File: src/rtl/afsk_modulator_dual_channel_assert.svh
// Assertion macros shared by the AFSK modulator RTL.
`ifndef AFSK_MODULATOR_DUAL_CHANNEL_ASSERT_SVH
`define AFSK_MODULATOR_DUAL_CHANNEL_ASSERT_SVH

// Clocked implication check, disabled while reset is asserted.
`define AFSK_ASSERT(label, clk, rst_n, prop, msg) \
  label: assert property (@(posedge clk) disable iff (!rst_n) (prop)) else $error(msg);

// Clocked check that also holds during reset.
`define AFSK_ASSERT_ALWAYS(label, clk, prop, msg) \
  label: assert property (@(posedge clk) (prop)) else $error(msg);

`endif

File: src/rtl/afsk_dc_pkg.sv
// Package with types, constants and the cosine table of the AFSK modulator.
`timescale 1ns / 1ps
`default_nettype none

package afsk_dc_pkg;

  localparam int unsigned SAMPLES_PER_BIT = 22;
  localparam int unsigned PHASE_STEPS     = 6;
  localparam int unsigned TABLE_LEN       = 132;
  localparam int unsigned SAMPLE_BITS     = 16;
  localparam int unsigned WORD_BITS       = 32;
  localparam int unsigned HOLD_BITS       = 4;

  localparam int unsigned IDX_W   = $clog2(TABLE_LEN);
  localparam int unsigned CNT_W   = $clog2(SAMPLES_PER_BIT);
  localparam int unsigned PHASE_W = 3;

  localparam logic [IDX_W-1:0] MARK_STEP  = IDX_W'(6);
  localparam logic [IDX_W-1:0] SPACE_STEP = IDX_W'(11);
  localparam logic [IDX_W-1:0] TABLE_END  = IDX_W'(TABLE_LEN);
  localparam logic [CNT_W-1:0] LAST_CNT   = CNT_W'(SAMPLES_PER_BIT - 1);
  localparam logic [PHASE_W:0] PHASE_WRAP = (PHASE_W + 1)'(PHASE_STEPS);
  localparam logic [HOLD_BITS-1:0] HOLD_RESET = HOLD_BITS'(4);

  localparam logic TONE_SPACE = 1'b0;
  localparam logic TONE_MARK  = 1'b1;

  typedef struct packed {
    logic                 word_valid;
    logic [WORD_BITS-1:0] word;
  } in_t;

  typedef struct packed {
    logic [SAMPLE_BITS-1:0] sample_a;
    logic [SAMPLE_BITS-1:0] sample_b;
    logic                   last;
    logic                   word_taken;
    logic                   ptt_on;
  } out_t;

  // One bit period as handed from the bit stepper to the sample sequencer.
  typedef struct packed {
    logic               tone_a;
    logic [PHASE_W-1:0] phase_a;
    logic [PHASE_W-1:0] phase_b;
    logic               word_taken;
    logic               ptt_on;
  } desc_t;

  typedef logic [TABLE_LEN-1:0][SAMPLE_BITS-1:0] rom_t;

  localparam int unsigned HALF_LEN = TABLE_LEN / 2;

  localparam logic [63:0] Q_ONE   = 64'h4000_0000_0000_0000;
  localparam logic [63:0] PI_Q62  = 64'hC90F_DAA2_2168_C235;
  localparam logic [63:0] HALF_64 = 64'(HALF_LEN);
  localparam logic [63:0] X_STEP  = PI_Q62 / HALF_64;
  localparam logic [63:0] X_REM   = PI_Q62 % HALF_64;
  localparam logic [63:0] AMP     = 64'((64'd1 << SAMPLE_BITS) - 64'd1);

  function automatic logic [63:0] mul_q62(input logic [63:0] a, input logic [63:0] b);
    logic [127:0] p;
    p = {64'd0, a} * {64'd0, b};
    return p[125:62];
  endfunction

  // Restoring long division, used only while the table is built.
  function automatic logic [63:0] udiv64(input logic [63:0] num, input logic [63:0] den);
    logic [63:0] q;
    logic [64:0] r;
    q = '0;
    r = '0;
    for (int b = 63; b >= 0; b--) begin
      r = {r[63:0], num[b]};
      if (r >= {1'b0, den}) begin
        r    = r - {1'b0, den};
        q[b] = 1'b1;
      end
    end
    return q;
  endfunction

  // Fixed-point (1 + cos) / 2 table entry, evaluated only at elaboration.
  function automatic logic [SAMPLE_BITS-1:0] rom_entry(input int unsigned k);
    int unsigned m;
    logic        neg;
    logic [63:0] m64;
    logic [63:0] x;
    logic [63:0] x2;
    logic [63:0] t;
    logic [63:0] c;
    logic [63:0] h;
    logic [63:0] lo_p;
    logic [63:0] hi_p;
    logic [63:0] dv;
    logic [63:0] res;
    m   = k;
    neg = 1'b0;
    if (m > HALF_LEN) m = TABLE_LEN - m;
    if (2 * m > HALF_LEN) begin
      m   = HALF_LEN - m;
      neg = 1'b1;
    end
    if (4 * m == TABLE_LEN) begin
      c = 64'd0;
    end else begin
      m64 = 64'(m);
      x   = X_STEP * m64 + udiv64(X_REM * m64, HALF_64);
      x2  = mul_q62(x, x);
      t   = Q_ONE;
      c   = Q_ONE;
      for (int n = 1; n <= 14; n++) begin
        dv = 64'((2 * n - 1) * (2 * n));
        t  = udiv64(mul_q62(t, x2), dv);
        if ((n & 1) == 1) c = c - t;
        else c = c + t;
      end
    end
    h    = neg ? ((Q_ONE - c) >> 1) : ((Q_ONE + c) >> 1);
    lo_p = {32'd0, h[31:0]} * AMP;
    hi_p = {32'd0, h[63:32]} * AMP + (lo_p >> 32);
    res  = (hi_p + 64'h2000_0000) >> 30;
    return res[SAMPLE_BITS-1:0];
  endfunction

  function automatic rom_t build_rom();
    rom_t r;
    for (int k = 0; k < TABLE_LEN; k++) begin
      r[k] = rom_entry(k);
    end
    return r;
  endfunction

  localparam rom_t COS_ROM = build_rom();

  // Table index of sample zero for a given phase: (-22 * phase) mod 132.
  function automatic logic [IDX_W-1:0] start_index(input logic [PHASE_W-1:0] phase);
    logic [IDX_W-1:0] r;
    case (phase)
      3'd0:    r = IDX_W'(0);
      3'd1:    r = IDX_W'(110);
      3'd2:    r = IDX_W'(88);
      3'd3:    r = IDX_W'(66);
      3'd4:    r = IDX_W'(44);
      3'd5:    r = IDX_W'(22);
      3'd6:    r = IDX_W'(0);
      default: r = IDX_W'(110);
    endcase
    return r;
  endfunction

endpackage

`default_nettype wire

File: src/rtl/afsk_modulator_dual_channel.sv
// Top level of the dual-channel AFSK modulator.
`timescale 1ns / 1ps
`default_nettype none

// Dual-channel AFSK modulator. Each input request is one bit-period tick,
// optionally offering a data word that is sent LSB first, with its highest set
// bit acting as the end marker. Every request produces exactly 22 result
// requests, one stereo sample each: channel A plays the current tone
// (mark = 6 table steps per sample, space = 11) and channel B plays the
// opposite tone, both read from a 132-entry raised-cosine table. The last
// sample of the bit period is flagged, and every sample of it also reports
// whether the offered word was taken and the transmitter keying level.
// The sample sequencer emits one stereo sample per cycle while the output side
// does not stall, from a single table read per channel. The bit stepper updates
// all state in the cycle a request is accepted and parks the bit period in a
// one-entry register, so the next request is accepted while the current one is
// still being played out. The first sample passes the bit-period register, the
// sequencer index registers and the output register. The keying hold count is
// written through the cfg port, which is always ready and should only be
// written while the block is idle; it resets to 4. There is no clearing pass
// after reset.

module afsk_modulator_dual_channel
  import afsk_dc_pkg::*;
(
  input  logic                 clk,
  input  logic                 rst_n,
  input  logic                 in_valid,
  output logic                 in_ready,
  input  in_t                  in_data,
  output logic                 out_valid,
  input  logic                 out_ready,
  output out_t                 out_data,
  input  logic                 cfg_valid,
  output logic                 cfg_ready,
  input  logic [HOLD_BITS-1:0] cfg_data
);

  // Handoff between the bit stepper and the sample sequencer.
  logic  desc_valid;
  logic  desc_ready;
  desc_t desc;

  // The hold register is a plain flop, so a write can always land.
  assign cfg_ready = 1'b1;

  afsk_dc_bit_step u_bit_step (
    .clk        (clk),
    .rst_n      (rst_n),
    .in_valid   (in_valid),
    .in_ready   (in_ready),
    .in_data    (in_data),
    .cfg_valid  (cfg_valid),
    .cfg_data   (cfg_data),
    .desc_valid (desc_valid),
    .desc_ready (desc_ready),
    .desc       (desc)
  );

  // Plays one bit period out as 22 samples; the output register decouples
  // the downstream ready from the table read.
  afsk_dc_sample_gen u_sample_gen (
    .clk        (clk),
    .rst_n      (rst_n),
    .desc_valid (desc_valid),
    .desc_ready (desc_ready),
    .desc       (desc),
    .out_valid  (out_valid),
    .out_ready  (out_ready),
    .out_data   (out_data)
  );

endmodule

`default_nettype wire

File: src/rtl/afsk_dc_bit_step.sv
// Bit-period state update: shift register, tone, phases and transmitter keying.
`timescale 1ns / 1ps
`default_nettype none

`include "afsk_modulator_dual_channel_assert.svh"

module afsk_dc_bit_step
  import afsk_dc_pkg::*;
(
  input  logic                 clk,
  input  logic                 rst_n,
  input  logic                 in_valid,
  output logic                 in_ready,
  input  in_t                  in_data,
  input  logic                 cfg_valid,
  input  logic [HOLD_BITS-1:0] cfg_data,
  output logic                 desc_valid,
  input  logic                 desc_ready,
  output desc_t                desc
);

  logic [WORD_BITS-1:0] shift_r;
  logic                 tone_r;
  logic [PHASE_W-1:0]   phase_a_r;
  logic [PHASE_W-1:0]   phase_b_r;
  logic [HOLD_BITS-1:0] cnt_r;
  logic                 ptt_r;
  logic [HOLD_BITS-1:0] hold_r;
  logic                 desc_valid_r;
  desc_t                desc_r;

  logic [WORD_BITS-1:0] shift_nxt;
  logic                 tone_nxt;
  logic [PHASE_W-1:0]   phase_a_nxt;
  logic [PHASE_W-1:0]   phase_b_nxt;
  logic [HOLD_BITS-1:0] cnt_nxt;
  logic                 ptt_nxt;
  logic                 taken;
  logic                 accept;
  logic [WORD_BITS-1:0] sw;
  logic [PHASE_W:0]     pa_inc;
  logic [PHASE_W:0]     pb_inc;

  assign accept     = in_valid && in_ready;
  assign in_ready   = !desc_valid_r || desc_ready;
  assign desc_valid = desc_valid_r;
  assign desc       = desc_r;

  always_comb begin
    cnt_nxt = cnt_r;
    ptt_nxt = ptt_r;
    if (cnt_r != '0) begin
      cnt_nxt = cnt_r - HOLD_BITS'(1);
      if (cnt_nxt == '0) ptt_nxt = 1'b0;
    end
    taken = (shift_r <= WORD_BITS'(1)) && in_data.word_valid;
    sw    = taken ? in_data.word : shift_r;
    if (taken && (cnt_nxt == '0)) begin
      ptt_nxt = 1'b1;
      cnt_nxt = hold_r;
    end
    tone_nxt  = tone_r;
    shift_nxt = sw;
    if (sw > WORD_BITS'(1)) begin
      tone_nxt  = sw[0];
      shift_nxt = sw >> 1;
      cnt_nxt   = hold_r;
    end else if (sw == WORD_BITS'(1)) begin
      tone_nxt  = ~tone_r;
      shift_nxt = '0;
    end
    pa_inc      = {1'b0, phase_a_r} + (PHASE_W + 1)'(1);
    pb_inc      = {1'b0, phase_b_r} + (PHASE_W + 1)'(1);
    phase_a_nxt = phase_a_r;
    phase_b_nxt = phase_b_r;
    if (tone_nxt == TONE_SPACE) begin
      phase_a_nxt = (pa_inc >= PHASE_WRAP) ? '0 : pa_inc[PHASE_W-1:0];
    end else begin
      phase_b_nxt = (pb_inc >= PHASE_WRAP) ? '0 : pb_inc[PHASE_W-1:0];
    end
  end

  always_ff @(posedge clk) begin
    if (!rst_n) begin
      shift_r      <= '0;
      tone_r       <= TONE_SPACE;
      phase_a_r    <= '0;
      phase_b_r    <= '0;
      cnt_r        <= '0;
      ptt_r        <= 1'b0;
      hold_r       <= HOLD_RESET;
      desc_valid_r <= 1'b0;
    end else begin
      if (cfg_valid) hold_r <= cfg_data;
      if (accept) begin
        shift_r      <= shift_nxt;
        tone_r       <= tone_nxt;
        phase_a_r    <= phase_a_nxt;
        phase_b_r    <= phase_b_nxt;
        cnt_r        <= cnt_nxt;
        ptt_r        <= ptt_nxt;
        desc_valid_r <= 1'b1;
      end else if (desc_ready) begin
        desc_valid_r <= 1'b0;
      end
    end
  end

  // The descriptor carries the phases in use during this bit period.
  always_ff @(posedge clk) begin
    if (accept) begin
      desc_r.tone_a     <= tone_nxt;
      desc_r.phase_a    <= phase_a_r;
      desc_r.phase_b    <= phase_b_r;
      desc_r.word_taken <= taken;
      desc_r.ptt_on     <= ptt_nxt;
    end
  end

  `AFSK_ASSERT(a_phase_range, clk, rst_n,
    ({1'b0, phase_a_r} < PHASE_WRAP) && ({1'b0, phase_b_r} < PHASE_WRAP),
    "phase left its range")
  `AFSK_ASSERT(a_desc_hold, clk, rst_n, (desc_valid_r && !desc_ready) |=> desc_valid_r,
    "bit period dropped before the sequencer took it")

endmodule

`default_nettype wire

File: src/rtl/afsk_dc_sample_gen.sv
// Sample sequencer: walks the cosine table for both channels, one sample per cycle unless the output stalls.
`timescale 1ns / 1ps
`default_nettype none

`include "afsk_modulator_dual_channel_assert.svh"

module afsk_dc_sample_gen
  import afsk_dc_pkg::*;
(
  input  logic  clk,
  input  logic  rst_n,
  input  logic  desc_valid,
  output logic  desc_ready,
  input  desc_t desc,
  output logic  out_valid,
  input  logic  out_ready,
  output out_t  out_data
);

  logic             busy_r;
  logic [CNT_W-1:0] cnt_r;
  logic [IDX_W-1:0] idx_a_r;
  logic [IDX_W-1:0] idx_b_r;
  logic             tone_a_r;
  logic             taken_r;
  logic             ptt_r;
  logic             out_valid_r;
  out_t             out_data_r;

  logic             adv;
  logic             emit;
  logic             at_last;
  logic             take;
  logic [IDX_W-1:0] step_a;
  logic [IDX_W-1:0] step_b;
  logic [IDX_W-1:0] sum_a;
  logic [IDX_W-1:0] sum_b;
  logic [IDX_W-1:0] idx_a_nxt;
  logic [IDX_W-1:0] idx_b_nxt;

  assign adv        = !out_valid_r || out_ready;
  assign emit       = adv && busy_r;
  assign at_last    = (cnt_r == LAST_CNT);
  assign take       = desc_valid && (!busy_r || (emit && at_last));
  assign desc_ready = take;
  assign out_valid  = out_valid_r;
  assign out_data   = out_data_r;

  assign step_a    = (tone_a_r == TONE_MARK) ? MARK_STEP : SPACE_STEP;
  assign step_b    = (tone_a_r == TONE_MARK) ? SPACE_STEP : MARK_STEP;
  assign sum_a     = idx_a_r + step_a;
  assign sum_b     = idx_b_r + step_b;
  assign idx_a_nxt = (sum_a >= TABLE_END) ? (sum_a - TABLE_END) : sum_a;
  assign idx_b_nxt = (sum_b >= TABLE_END) ? (sum_b - TABLE_END) : sum_b;

  always_ff @(posedge clk) begin
    if (!rst_n) begin
      busy_r      <= 1'b0;
      out_valid_r <= 1'b0;
      cnt_r       <= '0;
    end else begin
      if (emit) out_valid_r <= 1'b1;
      else if (adv) out_valid_r <= 1'b0;
      if (take) begin
        busy_r <= 1'b1;
        cnt_r  <= '0;
      end else if (emit) begin
        if (at_last) busy_r <= 1'b0;
        cnt_r <= cnt_r + CNT_W'(1);
      end
    end
  end

  always_ff @(posedge clk) begin
    if (take) begin
      idx_a_r  <= start_index(desc.phase_a);
      idx_b_r  <= start_index(desc.phase_b);
      tone_a_r <= desc.tone_a;
      taken_r  <= desc.word_taken;
      ptt_r    <= desc.ptt_on;
    end else if (emit) begin
      idx_a_r <= idx_a_nxt;
      idx_b_r <= idx_b_nxt;
    end
    if (emit) begin
      out_data_r.sample_a   <= COS_ROM[idx_a_r];
      out_data_r.sample_b   <= COS_ROM[idx_b_r];
      out_data_r.last       <= at_last;
      out_data_r.word_taken <= taken_r;
      out_data_r.ptt_on     <= ptt_r;
    end
  end

  `AFSK_ASSERT(a_cnt_range, clk, rst_n, busy_r |-> (cnt_r <= LAST_CNT),
    "sample count past end of bit period")
  `AFSK_ASSERT(a_idx_range, clk, rst_n,
    busy_r |-> ((idx_a_r < TABLE_END) && (idx_b_r < TABLE_END)),
    "table index out of range")
  `AFSK_ASSERT(a_last_ends, clk, rst_n, (emit && at_last && !take) |=> !busy_r,
    "sequencer still busy after final sample")

endmodule

`default_nettype wire
File: config.mk
export PLATFORM = sky130hd
export DESIGN_NAME = afsk_modulator_dual_channel
export DESIGN_NICKNAME = d
export VERILOG_FILES = /design/src/rtl/afsk_dc_pkg.sv /design/src/rtl/afsk_modulator_dual_channel.sv /design/src/rtl/afsk_dc_bit_step.sv /design/src/rtl/afsk_dc_sample_gen.sv
export VERILOG_INCLUDE_DIRS = /design/src /design/src/rtl
export SDC_FILE = /design/constraint.sdc
export NUM_CORES = 1
export LEC_CHECK = 0
export BUFFER_PORTS_ARGS = -buffer_cell sky130_fd_sc_hd__buf_2
export CAP_MARGIN = 20
export CORE_MARGIN = 5
export CORE_UTILIZATION = 25
export DETAILED_ROUTE_END_ITERATION = 10
export GPL_TIMING_DRIVEN = 0
export PLACE_DENSITY = 0.52
export SKIP_CTS_REPAIR_TIMING = 1
export SYNTH_ARGS = -nofsm -noshare
export SYNTH_HDL_FRONTEND = slang
export SYNTH_SLANG_ARGS = --single-unit
File: constraint.sdc
create_clock -name clk -period 3.7 [get_ports clk]
set_clock_uncertainty 0.2 [all_clocks]
set_input_delay 0.555 -clock clk [delete_from_list [all_inputs] [get_ports clk]]
set_output_delay 0.555 -clock clk [all_outputs]
set_load 0.01 [all_outputs]
# Word-level counts from Yosys, hierarchy flattened

Memory sizes are Yosys's and may differ from the RTL's. A register that Yosys moved wholly into a read port is not among the register bits.
Cells that the tools add are included.

Bits in read-only memories: 8192
RAM bits: 0
Latch bits: 0
Bits in registers: 87
Memories: 2
Output and inout bits: 38
Word-level logic and storage cells: 112
Input bits: 42

Memory list:

| name             | words | bits a word | rd ports | clocked after Yosys merged registers in | wr ports | RTL line                 | text |
|---|---|---|---|---|---|---|---|
| (name not given) | 256   | 16          | 1        | 1                                       | 0        | afsk_dc_sample_gen.sv:86 | `out_data_r.sample_a <= COS_ROM[idx_a_r];` |
| (name not given) | 256   | 16          | 1        | 1                                       | 0        | afsk_dc_sample_gen.sv:87 | `out_data_r.sample_b <= COS_ROM[idx_b_r];` |

$add $sub $neg: 8
Shifts and indexed selects: 0
Multipliers: 0
Bitwise logic cells: 3
Div/mod/pow operators: 0
Mux-type cells: 30
Reduce and logical (&&, ||, !) cells: 27
Magnitude comparators: 6
Equality and inequality tests: 12

Operator list:

| operator                                                        | count |
|---|---|
| 2-to-1 mux 32 bit                                               | 3 |
| case mux 7 bit (5 select lines)                                 | 2 |
| 2-to-1 mux 8 bit                                                | 6 |
| == test 32 x 1 -> 1 bit, second input constant                  | 1 |
| > comparator 32 x 1 -> 1 bit, second input constant             | 1 |
| less-or-equal comparator 32 x 1 -> 1 bit, second input constant | 1 |
| 2-to-1 mux 4 bit                                                | 5 |
| == test 3 bit, second input constant                            | 6 |
| adder 8 bit                                                     | 2 |
| >= comparator 8 bit, second input constant                      | 2 |
| subtractor 8 bit, second input constant                         | 2 |
| == test 3 x 2 -> 1 bit, second input constant                   | 4 |
| 2-to-1 mux 1 bit                                                | 12 |
| adder 3 x 1 -> 4 bit, second input constant                     | 2 |
| >= comparator 4 x 3 -> 1 bit, second input constant             | 2 |
| zero test 4 bit                                                 | 2 |
| nonzero test 2 bit                                              | 4 |
| logical AND 1 bit                                               | 6 |
| zero test 3 bit                                                 | 2 |
| 2-to-1 mux 3 bit                                                | 2 |
| AND reduction 2 bit                                             | 3 |
| OR reduction 2 bit                                              | 3 |
| adder 5 x 1 -> 5 bit, second input constant                     | 1 |
| == test 5 bit, second input constant                            | 1 |
| other kinds (5)                                                 | 11 |

# Logic depth before layout (Yosys ltp)

Word-level depth: 9
Depth in mapped cells: 13
Depth with buffers taken out: 13

# Cells and area by module

A second synthesis with hierarchy kept.

Cells, all modules: 1473
Area total of the unflattened synthesis: 11448.5 um^2

By module, submodules not included:

| module                      | area each (um^2) | instances | cells each | seq. area each (um^2) |
|---|---|---|---|---|
| afsk_dc_sample_gen          | 8794.7           | 1         | 1175       | 1761.7 |
| afsk_dc_bit_step            | 2642.5           | 1         | 296        | 1251.2 |
| afsk_modulator_dual_channel | 11.3             | 1         | 2          | 0.0 |

# Worst setup path before layout

No wires, ideal clock.

Path kind: register to register
Start point: register u_sample_gen.idx_b_r[1]
End point: register, netlist name u_sample_gen.out_data[4]
Data required time: 3228 ps
Setup slack: 617 ps
Data arrival time: 2611 ps
Path buffers: 3
Setup time: 272 ps
Stages on the path, launching flop included: 13
Period minus slack after synthesis: 3083 ps
Cells stage by stage: edfxtp_1 -> clkbuf_1 -> inv_1 -> ha_1 -> clkbuf_1 -> and2_1 -> clkbuf_1 -> nor2_1 -> nand2_1 -> nand2_1 -> mux4_2 -> mux2i_1 -> o21ai_0

RTL lines:

| what                   | RTL line                 | text |
|---|---|---|
| from (decl)            | afsk_dc_sample_gen.sv:23 | `logic [IDX_W-1:0] idx_b_r;` |
| from (signal assigned) | afsk_dc_sample_gen.sv:77 | `idx_b_r <= start_index(desc.phase_b);` |
| from (signal assigned) | afsk_dc_sample_gen.sv:83 | `idx_b_r <= idx_b_nxt;` |

==> impl_results.md <==
* Most common library cell in the layout ignoring fill and taps: sky130_fd_sc_hd__o21ai_0
* Slew Limit Fails at 0
* Number of endpoints failing setup at the final stage at 1
* Total of max-cap violations at 0
* Buf/Inv on CP at 3
* Post-synth EDFFs at 63
* Required time at the endpoint of the critical path at 3.81 ns
* Switching pwr at 0.00408 W
* Relative max-transition margin at 0.248
* CTS H-Tree Depth at 4
* Largest fanout on the critical path at 10
* Startpoint class of the critical path: register
* Number of warnings issued by yosys at 0
* Number of unique standard cell types used by synthesis at 70
* Power per standard cell area at 631 nW/µm²
* Post-synthesis cell count at 1476
* Detailed-route vias per instance at 5.90
* Number of top-level pins at 80
* Final antenna-violating net count at 0
* Highest Clock Rate at 269 MHz
* Tcrit/Tclk final at 1.01
* Die height at 220 µm
* Fin nets at 1672
* Initial core utilization at 0.251
* Final estimated routing congestion in global placement at 0.991
* Placement-stage cell area at 12200 µm²
* Violated checks: setup timing
* Syn_area_per_cell at 7.49 µm²
* Half-perimeter wire length after detailed placement at 40.9 mm
* Antenna violations before repair at 0
* Flop and latch count out of synthesis at 119
* Async SR Flop Fraction at 0
* Worst-path cell with the longest stage delay: sky130_fd_sc_hd__o311ai_2
* Count of TritonRoute iterations in the first routing pass at 5
* Clock transition time at the flip-flop clock pins of the worst setup and hold paths at 0.06 ns
* Area of the die at 48500 µm²
* Remaining DRCs at 0
* Fraction of layout cells with a size suffix above 1 at 0.117
* Starting DRC count in detailed routing at 1442
* Arrival time at the worst endpoint at 3.83 ns
* Global route overflow at 0
* Type of destination of the critical path: register
* Area of the core region at 43900 µm²
* Net switching fraction of the power at 0.500
* Core occupancy in the finished layout at 0.294
* Primary FF master, synth: sky130_fd_sc_hd__edfxtp_1
* Time the final worst path needs with I/O delays and setup at 3.72 ns
* Final wirelength at 56.2 mm
* Sequential group share of total power at 0.205
* Number of sinks handled by clock tree synthesis at 119
* Worst supply voltage drop on vdd at 0.324 mV
* Total Power at 0.00816 W
* Global Route Usage Sum at 0.226
* Post-Syn Nets at 1564
* Delay of the slowest cell on the worst path at 0.51 ns
* Area added between synthesis and finish at 17.1%
* Clock Power Share at 0.211
* Top library cells by usage in the layout, fill and taps aside: sky130_fd_sc_hd__o21ai_0, sky130_fd_sc_hd__nand2_1, sky130_fd_sc_hd__nor2_1, sky130_fd_sc_hd__a21oi_1, sky130_fd_sc_hd__buf_2
* Type of the tightest min-delay check: input pin to register
* Clock Tree Root: sky130_fd_sc_hd__clkbuf_16
* Top cell family by delay on the critical path: compound AO/OA/AOI/OAI gates
* Post-route setup slack at -0.0222 ns
* Ant. Diodes at 0
* IO buf count at 77
* Clock buffer count from CTS at 17
* Comb pwr share at 0.584
* Syn Std Cell Area at 11000 µm²
* Leakage Power at 4.69 nW
* Worst hold slack across all endpoints at 0.142 ns
* Site row count at 77
* Portion of the post-synthesis area used by sequential elements at 0.273
* Total count of hold-check failures in the final report at 0
* Count of vias placed by the detailed router at 12900
* Clock latency reported for the late side of the worst-skew pair at 0.46 ns
* Slew at the pin with the worst max-slew slack at 1.12 ns
* Cell breakdown of the critical path: buf_2 > inv_1 > ha_1 > clkbuf_2 > nor2b_1 > nor3_1 > o311ai_2 > a21oi_1 > a311o_1 > nand2_1
* Global-route wire length before repair at 82.5 mm
* Final instance area at 12900 µm²
* TritonCTS clock tree: yes
* Buffer depth of the longest clock path at 2
* Design internal power at 0.00408 W
* Worst Setup Path Type: register to register
* Pin count of the biggest net entering global routing at 33
* Vias in the first global route at 12800
* Outcome: complete, but fails checks
* Wire length per cell after detailed routing at 25.7 µm
* Overall die width at 220 µm
## worst register-to-register path: cells and delay by family (launching register included)
family	cells	cell delay [ns]
flip-flops	1	0.41
AND/OR/NAND/NOR	3	0.72
buffers and inverters	3	0.92
adder cells (fa/ha/maj)	1	0.28
AO/OA/AOI/OAI	3	1.06
## layer usage
layer  GRT usage  wire length (µm)  vias up
met2       0.342             24000      857
li1            -                 -     5724
met5           0                 0        -
met4       0.105              2630        0
met1       0.299             23500     6139
met3      0.0642              6000      202
## cell usage after synthesis (29+ instances only)
| master | instances | area (µm²) |
|---|---|---|
| sky130_fd_sc_hd__o21ai_0 | 168 | 841 |
| sky130_fd_sc_hd__a21oi_1 | 118 | 591 |
| sky130_fd_sc_hd__nand3_1 | 43 | 215 |
| sky130_fd_sc_hd__edfxtp_1 | 63 | 1890 |
| sky130_fd_sc_hd__dfxtp_1 | 56 | 1120 |
| sky130_fd_sc_hd__a211oi_1 | 64 | 480 |
| sky130_fd_sc_hd__nand2_1 | 144 | 541 |
| sky130_fd_sc_hd__clkbuf_1 | 104 | 390 |
| sky130_fd_sc_hd__nor2b_1 | 30 | 188 |
| sky130_fd_sc_hd__o211ai_1 | 29 | 218 |
| sky130_fd_sc_hd__inv_1 | 42 | 158 |
| sky130_fd_sc_hd__ha_1 | 42 | 526 |
| sky130_fd_sc_hd__nand2b_1 | 35 | 219 |
| sky130_fd_sc_hd__nor2_1 | 144 | 541 |
| sky130_fd_sc_hd__nor3_1 | 35 | 175 |
## layout make-up
| type | instances | area (µm²) |
|---|---|---|
| Fill cell | 4858 | 31000 |
| Multi-Input combinational cell | 1169 | 7330 |
| Sequential cell | 119 | 3010 |
| Tap cell | 592 | 741 |
| Buffer | 138 | 562 |
| Timing Repair Buffer | 93 | 518 |
| Clock buffer | 22 | 475 |
| Inverter | 46 | 180 |
| Clock inverter | 10 | 118 |
## state kept, by name, indices dropped and copies added (netlist names), 3 cells and up
register / flops
u_sample_gen.idx_a_r: 8
u_bit_step.cnt_r: 4
u_bit_step.phase_a_r: 3
u_sample_gen.cnt_r: 5
u_bit_step.desc: 9
u_bit_step.hold_r: 4
u_bit_step.shift_r: 32
u_sample_gen.out_data: 35
u_sample_gen.idx_b_r: 8
u_bit_step.phase_b_r: 3
## power groups by stage
stage / combinational (W) / sequential (W) / clock, W
finish: 0.00476 / 0.00168 / 0.00172
global placement: 0.00460 / 0.00171 / 0
floorplan: 0.00282 / 0.00170 / 0
detailed placement: 0.00447 / 0.00171 / 0
CTS: 0.00449 / 0.00169 / 0.00177
global route: 0.00499 / 0.00169 / 0.00181
## through the flow
stage / cells / setup slack (ns) / TNS (ns)
4_1_cts: 2178 / -1.01 / -14.70
3_5_place_dp: 2146 / -0.952 / -13.79
6_report: 2189 / -0.0222 / -0.0222
3_3_place_gp: 2145 / -1.03 / -23.79
2_1_floorplan: 1476 / 0.617 / 0
5_1_grt: 2189 / -0.0126 / -0.0204
## cells by family (layout without fill, tap and decap cells)
family                   Yosys count  after routing  synth area share
buffers and inverters            188            309            0.0664
multiplexers                      44             44            0.0530
adder cells (fa/ha/maj)           46             46            0.0548
AO/OA/AOI/OAI                    562            562             0.326
flip-flops                       119            119             0.273
AND/OR/NAND/NOR                  492            492             0.208
XOR/XNOR                          24             24            0.0190
other                              1              1          0.000339
## final timing paths
kind,from,end,slack [ns],depth (start not counted)
worst min register to register,u_bit_step.desc[0],u_sample_gen.ptt_r,0.23,0
worst max-delay path,u_sample_gen.idx_a_r[0],u_sample_gen.out_data[22],-0.02,10
worst max register to register,u_sample_gen.idx_a_r[0],u_sample_gen.out_data[22],-0.02,10
worst min-delay path,cfg_data[2],u_bit_step.hold_r[2],0.14,3
Note: power is estimated with default switching activity, not from simulation.
